File: src/rtl/rrarb_pkg.sv
// ----------------------------------------------------------------------------
// rrarb_pkg
// Shared types and constants of the two-level round-robin L2 path arbiter.
// ----------------------------------------------------------------------------
package rrarb_pkg;

   localparam int REQ_CORES     = 4;
   localparam int CORE_W        = 2;
   localparam int REQ_W         = 2 * REQ_CORES;
   localparam int ACTIVE_W      = 3;
   localparam int NUM_CORES_DEF = 4;

   localparam logic [ACTIVE_W-1:0] ACTIVE_RESET      = 3'd4;
   localparam logic [CORE_W-1:0]   TOKEN_CORE_RESET  = 2'd1;
   localparam logic [ACTIVE_W-1:0] MIN_CORES         = 3'd2;

   localparam logic CACHE_INSTR = 1'b0;
   localparam logic CACHE_DATA  = 1'b1;

   typedef struct packed {
      logic [REQ_W-1:0] request_bits;
      logic             l2_release;
      logic             l2_reject;
   } req_type;

   typedef struct packed {
      logic              found;
      logic [CORE_W-1:0] core;
      logic              cache;
   } scan_type;

   typedef struct packed {
      logic              grant_valid;
      logic [CORE_W-1:0] grant_core;
      logic              grant_cache;
      logic              holder_release;
      logic              l2_request_active;
      logic              busy_res;
   } rsp_type;

endpackage

File: src/rtl/rrarb_in_reg.sv
// ----------------------------------------------------------------------------
// rrarb_in_reg
// Input register: captures one request per cycle while empty or advancing, frees itself as it advances.
// ----------------------------------------------------------------------------
module rrarb_in_reg (
   input  logic              clock,
   input  logic              reset,
   input  logic              req_valid,
   output logic              req_ready,
   input  rrarb_pkg::req_type req_data,
   input  logic              advance,
   output logic              s1_valid,
   output rrarb_pkg::req_type s1_data
);

   logic               valid_ff;
   logic               valid_in;
   rrarb_pkg::req_type data_ff;

   assign req_ready = !valid_ff || advance;
   assign valid_in  = (req_valid && req_ready) || (valid_ff && !advance);

   always_ff @(posedge clock) begin
      if (reset) begin
         valid_ff <= 1'b0;
      end else begin
         valid_ff <= valid_in;
      end
   end

   always_ff @(posedge clock) begin
      if (req_valid && req_ready) begin
         data_ff <= req_data;
      end
   end

   assign s1_valid = valid_ff;
   assign s1_data  = data_ff;

endmodule

File: src/rtl/rrarb_scan.sv
// ----------------------------------------------------------------------------
// rrarb_scan
// Rotating priority search from the token holder: following cores first,
// instruction before data, then the holder's other cache, then its own.
// ----------------------------------------------------------------------------
module rrarb_scan #(
   parameter int NUM_CORES = rrarb_pkg::NUM_CORES_DEF
) (
   input  logic [rrarb_pkg::REQ_W-1:0]  request_bits,
   input  logic [rrarb_pkg::CORE_W-1:0] token_core,
   input  logic                         token_cache,
   input  logic [((($clog2(NUM_CORES+1)) > rrarb_pkg::ACTIVE_W) ?
                  $clog2(NUM_CORES+1) : rrarb_pkg::ACTIVE_W)-1:0] core_count,
   output rrarb_pkg::scan_type          scan
);

   localparam int NW = ($clog2(NUM_CORES+1) > rrarb_pkg::ACTIVE_W) ?
                       $clog2(NUM_CORES+1) : rrarb_pkg::ACTIVE_W;

   logic [NW-1:0] c_ext;
   logic [NW-1:0] base;
   logic [NW-1:0] rot_gap [rrarb_pkg::REQ_CORES];
   logic          in_rot [rrarb_pkg::REQ_CORES];
   logic          own_other;
   logic          own_same;

   assign c_ext     = NW'(token_core);
   assign base      = (c_ext >= core_count) ? (c_ext - core_count) : c_ext;
   assign own_other = request_bits[{token_core, ~token_cache}];
   assign own_same  = request_bits[{token_core, token_cache}];

   always_comb begin
      for (int i = 0; i < rrarb_pkg::REQ_CORES; i++) begin
         in_rot[i]  = (NW'(i) < core_count) && (NW'(i) != base) &&
                      (|request_bits[2*i +: 2]);
         rot_gap[i] = (NW'(i) > base) ? (NW'(i) - base) : ((core_count - base) + NW'(i));
      end
   end

   always_comb begin
      logic                         rot_found;
      logic [NW-1:0]                best_gap;
      logic [rrarb_pkg::CORE_W-1:0] best_core;
      rot_found = 1'b0;
      best_gap  = '0;
      best_core = '0;
      for (int i = 0; i < rrarb_pkg::REQ_CORES; i++) begin
         if (in_rot[i] && (!rot_found || (rot_gap[i] < best_gap))) begin
            rot_found = 1'b1;
            best_gap  = rot_gap[i];
            best_core = rrarb_pkg::CORE_W'(i);
         end
      end
      scan = '0;
      priority if (rot_found) begin
         scan.found = 1'b1;
         scan.core  = best_core;
         scan.cache = request_bits[{best_core, rrarb_pkg::CACHE_INSTR}] ?
                      rrarb_pkg::CACHE_INSTR : rrarb_pkg::CACHE_DATA;
      end else if (own_other) begin
         scan.found = 1'b1;
         scan.core  = token_core;
         scan.cache = ~token_cache;
      end else if (own_same) begin
         scan.found = 1'b1;
         scan.core  = token_core;
         scan.cache = token_cache;
      end else begin
         scan.found = 1'b0;
      end
   end

endmodule

File: src/rtl/two_level_round_robin_bus_arbiter.sv
// ----------------------------------------------------------------------------
// two_level_round_robin_bus_arbiter
// Grants the shared L2 path to one core cache at a time, round robin over
// cores and caches, and holds the grant until L2 releases or rejects it.
//
//   channel | direction | handshake            | payload
//   req     | in        | req_valid/req_ready  | request_bits, l2_release, l2_reject
//   rsp     | out       | rsp_valid/rsp_ready  | grant, holder, release, active, busy
//   csr     | in        | csr_valid/csr_ready  | active_cores
//
// One request per cycle sustained while results are taken; a request passes the
// input register, then scan and token update into the result register.
// Token and wait state change only as a request moves into the result register.
// A stalled result holds; the input register still takes one more request.
// Reset: token core 1, data cache, not waiting, active_cores 4.
// ----------------------------------------------------------------------------
module two_level_round_robin_bus_arbiter #(
   parameter int NUM_CORES = rrarb_pkg::NUM_CORES_DEF
) (
   input  logic                           clock,
   input  logic                           reset,
   input  logic                           req_valid,
   output logic                           req_ready,
   input  logic [rrarb_pkg::REQ_W-1:0]    req_request_bits,
   input  logic                           req_l2_release,
   input  logic                           req_l2_reject,
   output logic                           rsp_valid,
   input  logic                           rsp_ready,
   output logic                           rsp_grant_valid,
   output logic [rrarb_pkg::CORE_W-1:0]   rsp_grant_core,
   output logic                           rsp_grant_cache,
   output logic                           rsp_holder_release,
   output logic                           rsp_l2_request_active,
   output logic                           rsp_busy_res,
   input  logic                           csr_valid,
   output logic                           csr_ready,
   input  logic [rrarb_pkg::ACTIVE_W-1:0] csr_active_cores
);

   localparam int NW = ($clog2(NUM_CORES+1) > rrarb_pkg::ACTIVE_W) ?
                       $clog2(NUM_CORES+1) : rrarb_pkg::ACTIVE_W;

   rrarb_pkg::req_type  req_data;
   rrarb_pkg::req_type  s1_data;
   rrarb_pkg::scan_type scan;
   rrarb_pkg::rsp_type  rsp_ff;
   rrarb_pkg::rsp_type  rsp_in;

   logic                           s1_valid;
   logic                           advance;
   logic                           rsp_valid_ff;
   logic                           rsp_valid_in;
   logic [rrarb_pkg::ACTIVE_W-1:0] active_ff;
   logic [rrarb_pkg::CORE_W-1:0]   token_core_ff;
   logic [rrarb_pkg::CORE_W-1:0]   token_core_in;
   logic                           token_cache_ff;
   logic                           token_cache_in;
   logic                           busy_ff;
   logic                           busy_in;
   logic [NW-1:0]                  active_ext;
   logic [NW-1:0]                  core_count;

   assign req_data.request_bits = req_request_bits;
   assign req_data.l2_release   = req_l2_release;
   assign req_data.l2_reject    = req_l2_reject;

   rrarb_in_reg u_in_reg (
      .clock     (clock),
      .reset     (reset),
      .req_valid (req_valid),
      .req_ready (req_ready),
      .req_data  (req_data),
      .advance   (advance),
      .s1_valid  (s1_valid),
      .s1_data   (s1_data)
   );

   assign active_ext = NW'(active_ff);

   always_comb begin
      priority if (active_ext < NW'(rrarb_pkg::MIN_CORES)) begin
         core_count = NW'(rrarb_pkg::MIN_CORES);
      end else if (active_ext > NW'(NUM_CORES)) begin
         core_count = NW'(NUM_CORES);
      end else begin
         core_count = active_ext;
      end
   end

   rrarb_scan #(
      .NUM_CORES (NUM_CORES)
   ) u_scan (
      .request_bits (s1_data.request_bits),
      .token_core   (token_core_ff),
      .token_cache  (token_cache_ff),
      .core_count   (core_count),
      .scan         (scan)
   );

   assign advance      = s1_valid && (!rsp_valid_ff || rsp_ready);
   assign rsp_valid_in = advance || (rsp_valid_ff && !rsp_ready);

   always_comb begin
      logic keep;
      keep           = !s1_data.l2_release && !s1_data.l2_reject;
      token_core_in  = token_core_ff;
      token_cache_in = token_cache_ff;
      busy_in        = busy_ff;
      rsp_in         = '0;
      if (busy_ff) begin
         busy_in                  = keep;
         rsp_in.holder_release    = s1_data.l2_release && !s1_data.l2_reject;
         rsp_in.l2_request_active = keep;
      end else if (scan.found) begin
         token_core_in            = scan.core;
         token_cache_in           = scan.cache;
         busy_in                  = 1'b1;
         rsp_in.grant_valid       = 1'b1;
         rsp_in.l2_request_active = 1'b1;
      end
      rsp_in.grant_core  = token_core_in;
      rsp_in.grant_cache = token_cache_in;
      rsp_in.busy_res    = busy_in;
   end

   always_ff @(posedge clock) begin
      if (reset) begin
         token_core_ff  <= rrarb_pkg::TOKEN_CORE_RESET;
         token_cache_ff <= rrarb_pkg::CACHE_DATA;
         busy_ff        <= 1'b0;
         rsp_valid_ff   <= 1'b0;
         active_ff      <= rrarb_pkg::ACTIVE_RESET;
      end else begin
         rsp_valid_ff <= rsp_valid_in;
         if (advance) begin
            token_core_ff  <= token_core_in;
            token_cache_ff <= token_cache_in;
            busy_ff        <= busy_in;
         end
         if (csr_valid && csr_ready) begin
            active_ff <= csr_active_cores;
         end
      end
   end

   always_ff @(posedge clock) begin
      if (advance) begin
         rsp_ff <= rsp_in;
      end
   end

   assign csr_ready             = 1'b1;
   assign rsp_valid             = rsp_valid_ff;
   assign rsp_grant_valid       = rsp_ff.grant_valid;
   assign rsp_grant_core        = rsp_ff.grant_core;
   assign rsp_grant_cache       = rsp_ff.grant_cache;
   assign rsp_holder_release    = rsp_ff.holder_release;
   assign rsp_l2_request_active = rsp_ff.l2_request_active;
   assign rsp_busy_res          = rsp_ff.busy_res;

`ifndef SYNTHESIS
   a_grant_only_idle: assert property (@(posedge clock) disable iff (reset)
      (advance && rsp_in.grant_valid) |-> !busy_ff)
      else $error("grant issued while waiting on L2");

   a_busy_tracks_state: assert property (@(posedge clock) disable iff (reset)
      advance |=> (rsp_busy_res == busy_ff))
      else $error("busy result out of step with wait state");

   a_active_eq_busy: assert property (@(posedge clock) disable iff (reset)
      rsp_valid |-> (rsp_l2_request_active == rsp_busy_res))
      else $error("L2 request level disagrees with busy");

   a_no_grant_and_release: assert property (@(posedge clock) disable iff (reset)
      rsp_valid |-> !(rsp_grant_valid && rsp_holder_release))
      else $error("grant and release in the same request");

   a_token_holds: assert property (@(posedge clock) disable iff (reset)
      !advance |=> ($stable(token_core_ff) && $stable(token_cache_ff) && $stable(busy_ff)))
      else $error("token moved without a request");
`endif

endmodule

File: config.mk
export PLATFORM = sky130hd
export DESIGN_NAME = two_level_round_robin_bus_arbiter
export DESIGN_NICKNAME = d
export VERILOG_FILES = /design/src/rtl/rrarb_pkg.sv /design/src/rtl/rrarb_in_reg.sv /design/src/rtl/rrarb_scan.sv /design/src/rtl/two_level_round_robin_bus_arbiter.sv
export SDC_FILE = /design/constraint.sdc
export NUM_CORES = 1
export LEC_CHECK = 0
export BUFFER_PORTS_ARGS = -buffer_cell sky130_fd_sc_hd__buf_2
export CORE_MARGIN = 5
export CORE_UTILIZATION = 50
export CTS_BUF_LIST = sky130_fd_sc_hd__clkbuf_16
export DETAILED_ROUTE_END_ITERATION = 10
export MAX_ROUTING_LAYER = met4
export PLACE_DENSITY = 0.71
export SLEW_MARGIN = 10
export SYNTH_ARGS = -nofsm -noshare
export SYNTH_HDL_FRONTEND = slang
export SYNTH_SLANG_ARGS = --single-unit
File: constraint.sdc
create_clock -name clock -period 15.61 [get_ports clock]
set_input_delay 1.561 -clock clock [delete_from_list [all_inputs] [get_ports clock]]
set_output_delay 1.561 -clock clock [all_outputs]
set_load 0.01 [all_outputs]
[After elaboration in Yosys (flattened, before gate mapping)]
Index checks and enable logic that the tools add are counted.
Word-level totals
  output and inout bits: 10
  logic and storage cells: 116
  flip-flop bits (word level): 25
  memory bits (writable): 0
  bits in latches: 0
  bits in read-only memories: 0
  memories: 0
Operators by class
  divide/modulo/power cells: 0
  shifts and indexed selects: 0
  $lt $le $gt $ge: 17
  eq/ne operators: 3
  add/subtract/negate cells: 9
  multipliers: 0
  reduce and logical (&&, ||, !) cells: 38
  muxes and demuxes: 34
  bitwise logic cells: 1
Operator list (number)
  2-to-1 mux 3 bit: 11
  logical AND 1 bit: 17
  2-to-1 mux 1 bit: 14
  < comparator 3 x 4 -> 1 bit (second input constant): 3
  logical NOT 1 bit: 9
  < comparator 3 bit: 3
  2-to-1 mux 2 bit: 4
  2-to-1 mux 4 bit: 2
  OR reduction 2 bit: 4
  logical OR 1 bit: 7
  adder 3 x 2 -> 3 bit (second input constant): 2
  binary-select mux 1 bit (select 3 bit): 2
  greater-than comparator 1 x 3 -> 1 bit (first input constant): 2
  greater-than comparator 2 x 3 -> 1 bit (first input constant): 2
  < comparator 1 x 3 -> 1 bit (first input constant): 2
  < comparator 2 x 3 -> 1 bit (first input constant): 2
  != test 2 x 3 -> 1 bit (first input constant): 2
  subtractor 1 x 3 -> 3 bit (first input constant): 2
  subtractor 2 x 3 -> 3 bit (first input constant): 2
  adder 3 x 1 -> 3 bit (second input constant): 1
  >= comparator 2 x 3 -> 1 bit: 1
  greater-than comparator 3 bit (second input constant): 1
  < comparator 3 x 2 -> 1 bit (second input constant): 1
  != test 1 x 3 -> 1 bit (first input constant): 1
  other kinds (5): 5

[Depth between registers and ports, before layout]
  depth after elaboration: 27
  mapped depth: 35

[Hierarchy]
A second synthesis with hierarchy kept.
Unflattened totals
  cells, all modules: 234
  area total of the unflattened synthesis: 2159.6 um^2
Modules (own cells, without submodules)
  rrarb_scan: area an instance 1197.4 um^2, cells each 164, instances 1, seq. area each 0.0 um^2
  two_level_round_robin_bus_arbiter: area an instance 606.8 um^2, cells each 55, instances 1, seq. area each 340.3 um^2
  rrarb_in_reg: area an instance 355.3 um^2, cells each 15, instances 1, seq. area each 320.3 um^2

[Worst setup path after synthesis]
OpenSTA, ideal clock, no wires.
  path kind: register to register
  start point: register active_ff, in the netlist active_ext[2]
  end point: register rsp_ff, in the netlist rsp_grant_core[1] (data pin)
  cell stages (with the launch flop): 35
  slack: 8.964 ns
  period minus slack after synthesis: 6.646 ns
  arrival: 6.389 ns
  buffers on the path: 1
  path through: dfxtp_1 inv_2 nand3_1 inv_1 ha_1 nand2b_1 a21o_1 a21o_2 inv_1 xnor2_1 ha_1 a211oi_1 o32a_2 xnor2_1 or2_0 inv_1 ha_1 and2_1 o21ai_0 a31o_2 o21ai_1 mux2_2 ha_1 o21a_1 o32ai_1 o21a_1 or2_1 buf_6 o21a_1 ha_1 nand2_1 o31ai_1 a21o_1 nand2b_4 a22o_1
RTL lines
  from (decl): line two_level_round_robin_bus_arbiter.sv:53  | logic [rrarb_pkg::ACTIVE_W-1:0] active_ff;
  from (signal assigned): line two_level_round_robin_bus_arbiter.sv:132  | active_ff <= rrarb_pkg::ACTIVE_RESET;
  from (signal assigned): line two_level_round_robin_bus_arbiter.sv:141  | active_ff <= csr_active_cores;
  to (signal assigned): line two_level_round_robin_bus_arbiter.sv:148  | rsp_ff <= rsp_in;
  to (decl): line two_level_round_robin_bus_arbiter.sv:46  | rrarb_pkg::rsp_type rsp_ff;

==> results by group <==
Run status
  – Status: finished clean

Timing
  – Setup TNS Final: 0 ns
  – Hold WS: 0.522 ns
  – Slew margin rel.: 65.2%
  – Max Slew Vio Count: 0
  – FMAX: 0.132 GHz
  – Clock skew: 0.00442 ns
  – Final Setup Violations: 0
  – Tcrit/Tclk final: 48.5%
  – RSZ-0062 raised after global routing: false
  – Min Tclk post-route: 7.57 ns
  – Fin. Hold Viols: 0
  – Slew of the pin with the lowest slew margin: 0.518 ns

CTS
  – Clock tree root driver cell: clkbuf_16
  – Hold buffers post-CTS: 0
  – Max clock buf depth: 2
  – CTS tree: yes
  – Reg clk slew, reported paths: 0.06 ns
  – CTS resizes: 0
  – Clock Sink Count: 25
  – Worst skew pair latency: 0.26 ns
  – Post-CTS Repair Setup Buffers: 0
  – TritonCTS buffer count: 3
  – H-Tree Depth: 1

Detailed routing
  – WL/cell: 14.6 um
  – DRC: 0
  – Vias post-DR: 1674
  – Initial DRC Count: 90
  – DRT Wirelength: 4.19 mm
  – ANT nets after route: 0
  – DR vias/cell: 5.83
  – 1st-pass router iterations: 4

Floorplan
  – Die area: 5480 um^2
  – Core Area: 4000 um^2
  – I/O pin count: 28
  – Die Span Y: 74.0 um
  – Rows: 23
  – Die W: 74.0 um
  – Initial core utilization: 51.3%

Synth
  – Largest family of logic cells by synthesized area: compound AO/OA/AOI/OAI gates
  – Synthesized-area fraction occupied by and/or/nand/nor cells: 17.1%
  – Syn_nets: 249
  – Yosys Warn Count: 0
  – Adder-cell share of the synthesized area: 10.7%
  – Post-Synth XOR/XNOR Area: 1.71%
  – Top post-synthesis cells by count: nor2_1 (21), edfxtp_1 (16), ha_1 (16), inv_1 (16), a21oi_1 (12)
  – Cell taking the most area after synthesis: edfxtp_1
  – Prevailing post-synth register cell: edfxtp_1
  – Post-synthesis mux area share: 7.93%
  – Async SR Flop Fraction: 0%
  – Synthesized area per cell: 9.58 um^2
  – Count leader, synth: nor2_1
  – Post-synth EDFFs: 16
  – Number of distinct library cells after synthesis: 65
  – Cells after Synth: 214
  – Register area share after synthesis: 32.2%
  – Mapped cell area: 2050 um^2
  – Yosys top cell area share: 23.4%
  – Synth top area cells: edfxtp_1 (23%), ha_1 (9.8%), dfxtp_1 (8.8%), mux4_2 (4.4%), nor2_1 (3.8%)
  – Flops & latches, synth: 25
  – Compound-Gate Fraction of Synth Area: 24.5%

Worst setup path
  – Cells on worst reg2reg path: 33
  – Worst r2r dst: rsp_grant_core[1]
  – Critical Path AT: 7.59 ns
  – CP Max Fanout: 9
  – Slowest CP cell: dfxtp_1
  – Critical path type: reg -> reg
  – Startpoint Class: flop
  – CP required: 15.62 ns
  – R2R Path Start: active_ext[2]
  – R2R Setup Slk: 8.04 ns
  – Most Frequent Cell on Critical Path: ha_1
  – Nature of the critical path endpoint: flop
  – Max incr delay on CP: 0.50 ns

Final layout
  – Final nets: 273
  – N_diodes: 0
  – Ratio of cells with drive above 1 in the final layout: 21.9%
  – Layout area overhead: 11.1%
  – Post-route insts no fill: 287
  – Finished Core Util: 57.0%

Global routing
  – Vias in the first global route: 1622
  – Total GRT Usage: 17.5%
  – GRT overflow: 0
  – Initial antenna violation count: 0
  – Global-route wire length before repair: 7.33 mm
  – Largest net degree at the start of global routing: 16

Worst hold path
  – Hold path depth: 2
  – Worst Hold Class: reg -> reg
  – Hold endpoint: rsp_valid
  – Hold Crit Start: u_in_reg.s1_valid

Power and ir drop
  – Max IR drop VDD: 0.0971 mV
  – Total power: 413 uW
  – Static Leakage: 0.000976 uW
  – Power per standard cell area: 181 nW/um^2

Place
  – Detail Placement HPWL: 3.34 mm
  – Placed cell count: 283
  – PortBufs: 26
  – Gpl congestion: 0.896

Run
  – Max_cap viols: 0
-- how the worst max path moves through the flow --
stage,start,end,slack [ns],cells past startpoint
final,active_ext[2],rsp_grant_core[1],8.04,33
after global routing,active_ext[2],rsp_grant_core[1],7.51,34
after CTS,active_ext[2],rsp_grant_core[1],8.07,33
after detailed placement,active_ext[2],rsp_grant_core[1],8.09,33
after global placement,active_ext[2],rsp_grant_core[1],8.15,33
after floorplan,active_ext[2],rsp_grant_core[1],8.96,34
-- critical path, delay by kind of cell, from the launching register on --
family	cells	cell delay, ns
simple gates	6	1.12
mux	1	0.39
xor+xnor	2	0.30
fa+ha+maj	5	1.38
flops	1	0.50
buf+inv	4	0.44
compound gates	15	3.18
-- cell usage in the layout (no fill, tap or decap), drive strengths merged, types with 4 or more instances in the layout --
cell type,synthesis,layout
o211ai,7,7
o21ai,11,11
ha,16,16
mux2i,5,5
nand2b,6,6
edfxtp,16,16
nor2,22,22
buf,4,26
xnor2,4,4
o21a,5,5
a21o,7,7
nor2b,6,6
or2,5,5
nand2,10,10
a21oi,13,13
mux4,4,4
inv,18,18
dfxtp,9,9
-- layout make-up --
type | count | area (um^2)
Fill cell | 343 | 1720
Clock buffer | 3 | 75.1
Timing Repair Buffer | 26 | 130
Multi-Input combinational cell | 164 | 1270
Inverter | 18 | 67.6
Sequential cell | 25 | 661
Clock inverter | 1 | 7.51
Tap cell | 50 | 62.6
-- logic make-up (layout without fill, tap and decap cells) --
| kind of cell | count (synthesis) | in the layout |
|---|---|---|
| AO/OA/AOI/OAI | 67 | 67 |
| AND/OR/NAND/NOR | 64 | 64 |
| other | 1 | 1 |
| XOR/XNOR | 4 | 4 |
| multiplexers | 11 | 11 |
| adder cells (fa/ha/maj) | 17 | 17 |
| buffers and inverters | 25 | 48 |
| flip-flops | 25 | 25 |
-- power breakdown --
group | switching (uW) | internal (uW)
Combinational | 144 | 122
Clock | 21.1 | 34.7
Sequential | 9.19 | 81.8
-- layer usage --
metal | wire [um] | GRT usage [%] | vias to the layer above
li1 | - | - | 836
met1 | 1930 | 22.6 | 790
met2 | 2020 | 29.0 | 42
met3 | 181 | 2.30 | 6
met4 | 56 | 4.63 | 0
met5 | 0 | - | -
-- sequential cells by signal, summed over array words and instances, names as in the netlist --
register	cells
active_ext	3
busy_ff	1
rsp_busy_res	1
rsp_grant_cache	1
rsp_grant_core	2
rsp_grant_valid	1
rsp_holder_release	1
rsp_valid	1
token_cache_ff	1
token_core_ff	2
u_in_reg.s1_data	10
u_in_reg.s1_valid	1
-- per-stage QoR --
step           instance area (um^2)  setup slack [ns]
2_1_floorplan                  2050              8.96
3_3_place_gp                   2200              8.15
3_5_place_dp                   2200              8.09
4_1_cts                        2280              8.07
5_1_grt                        2280              7.51
6_report                       2280              8.04
(Power assumes the default switching activity.)
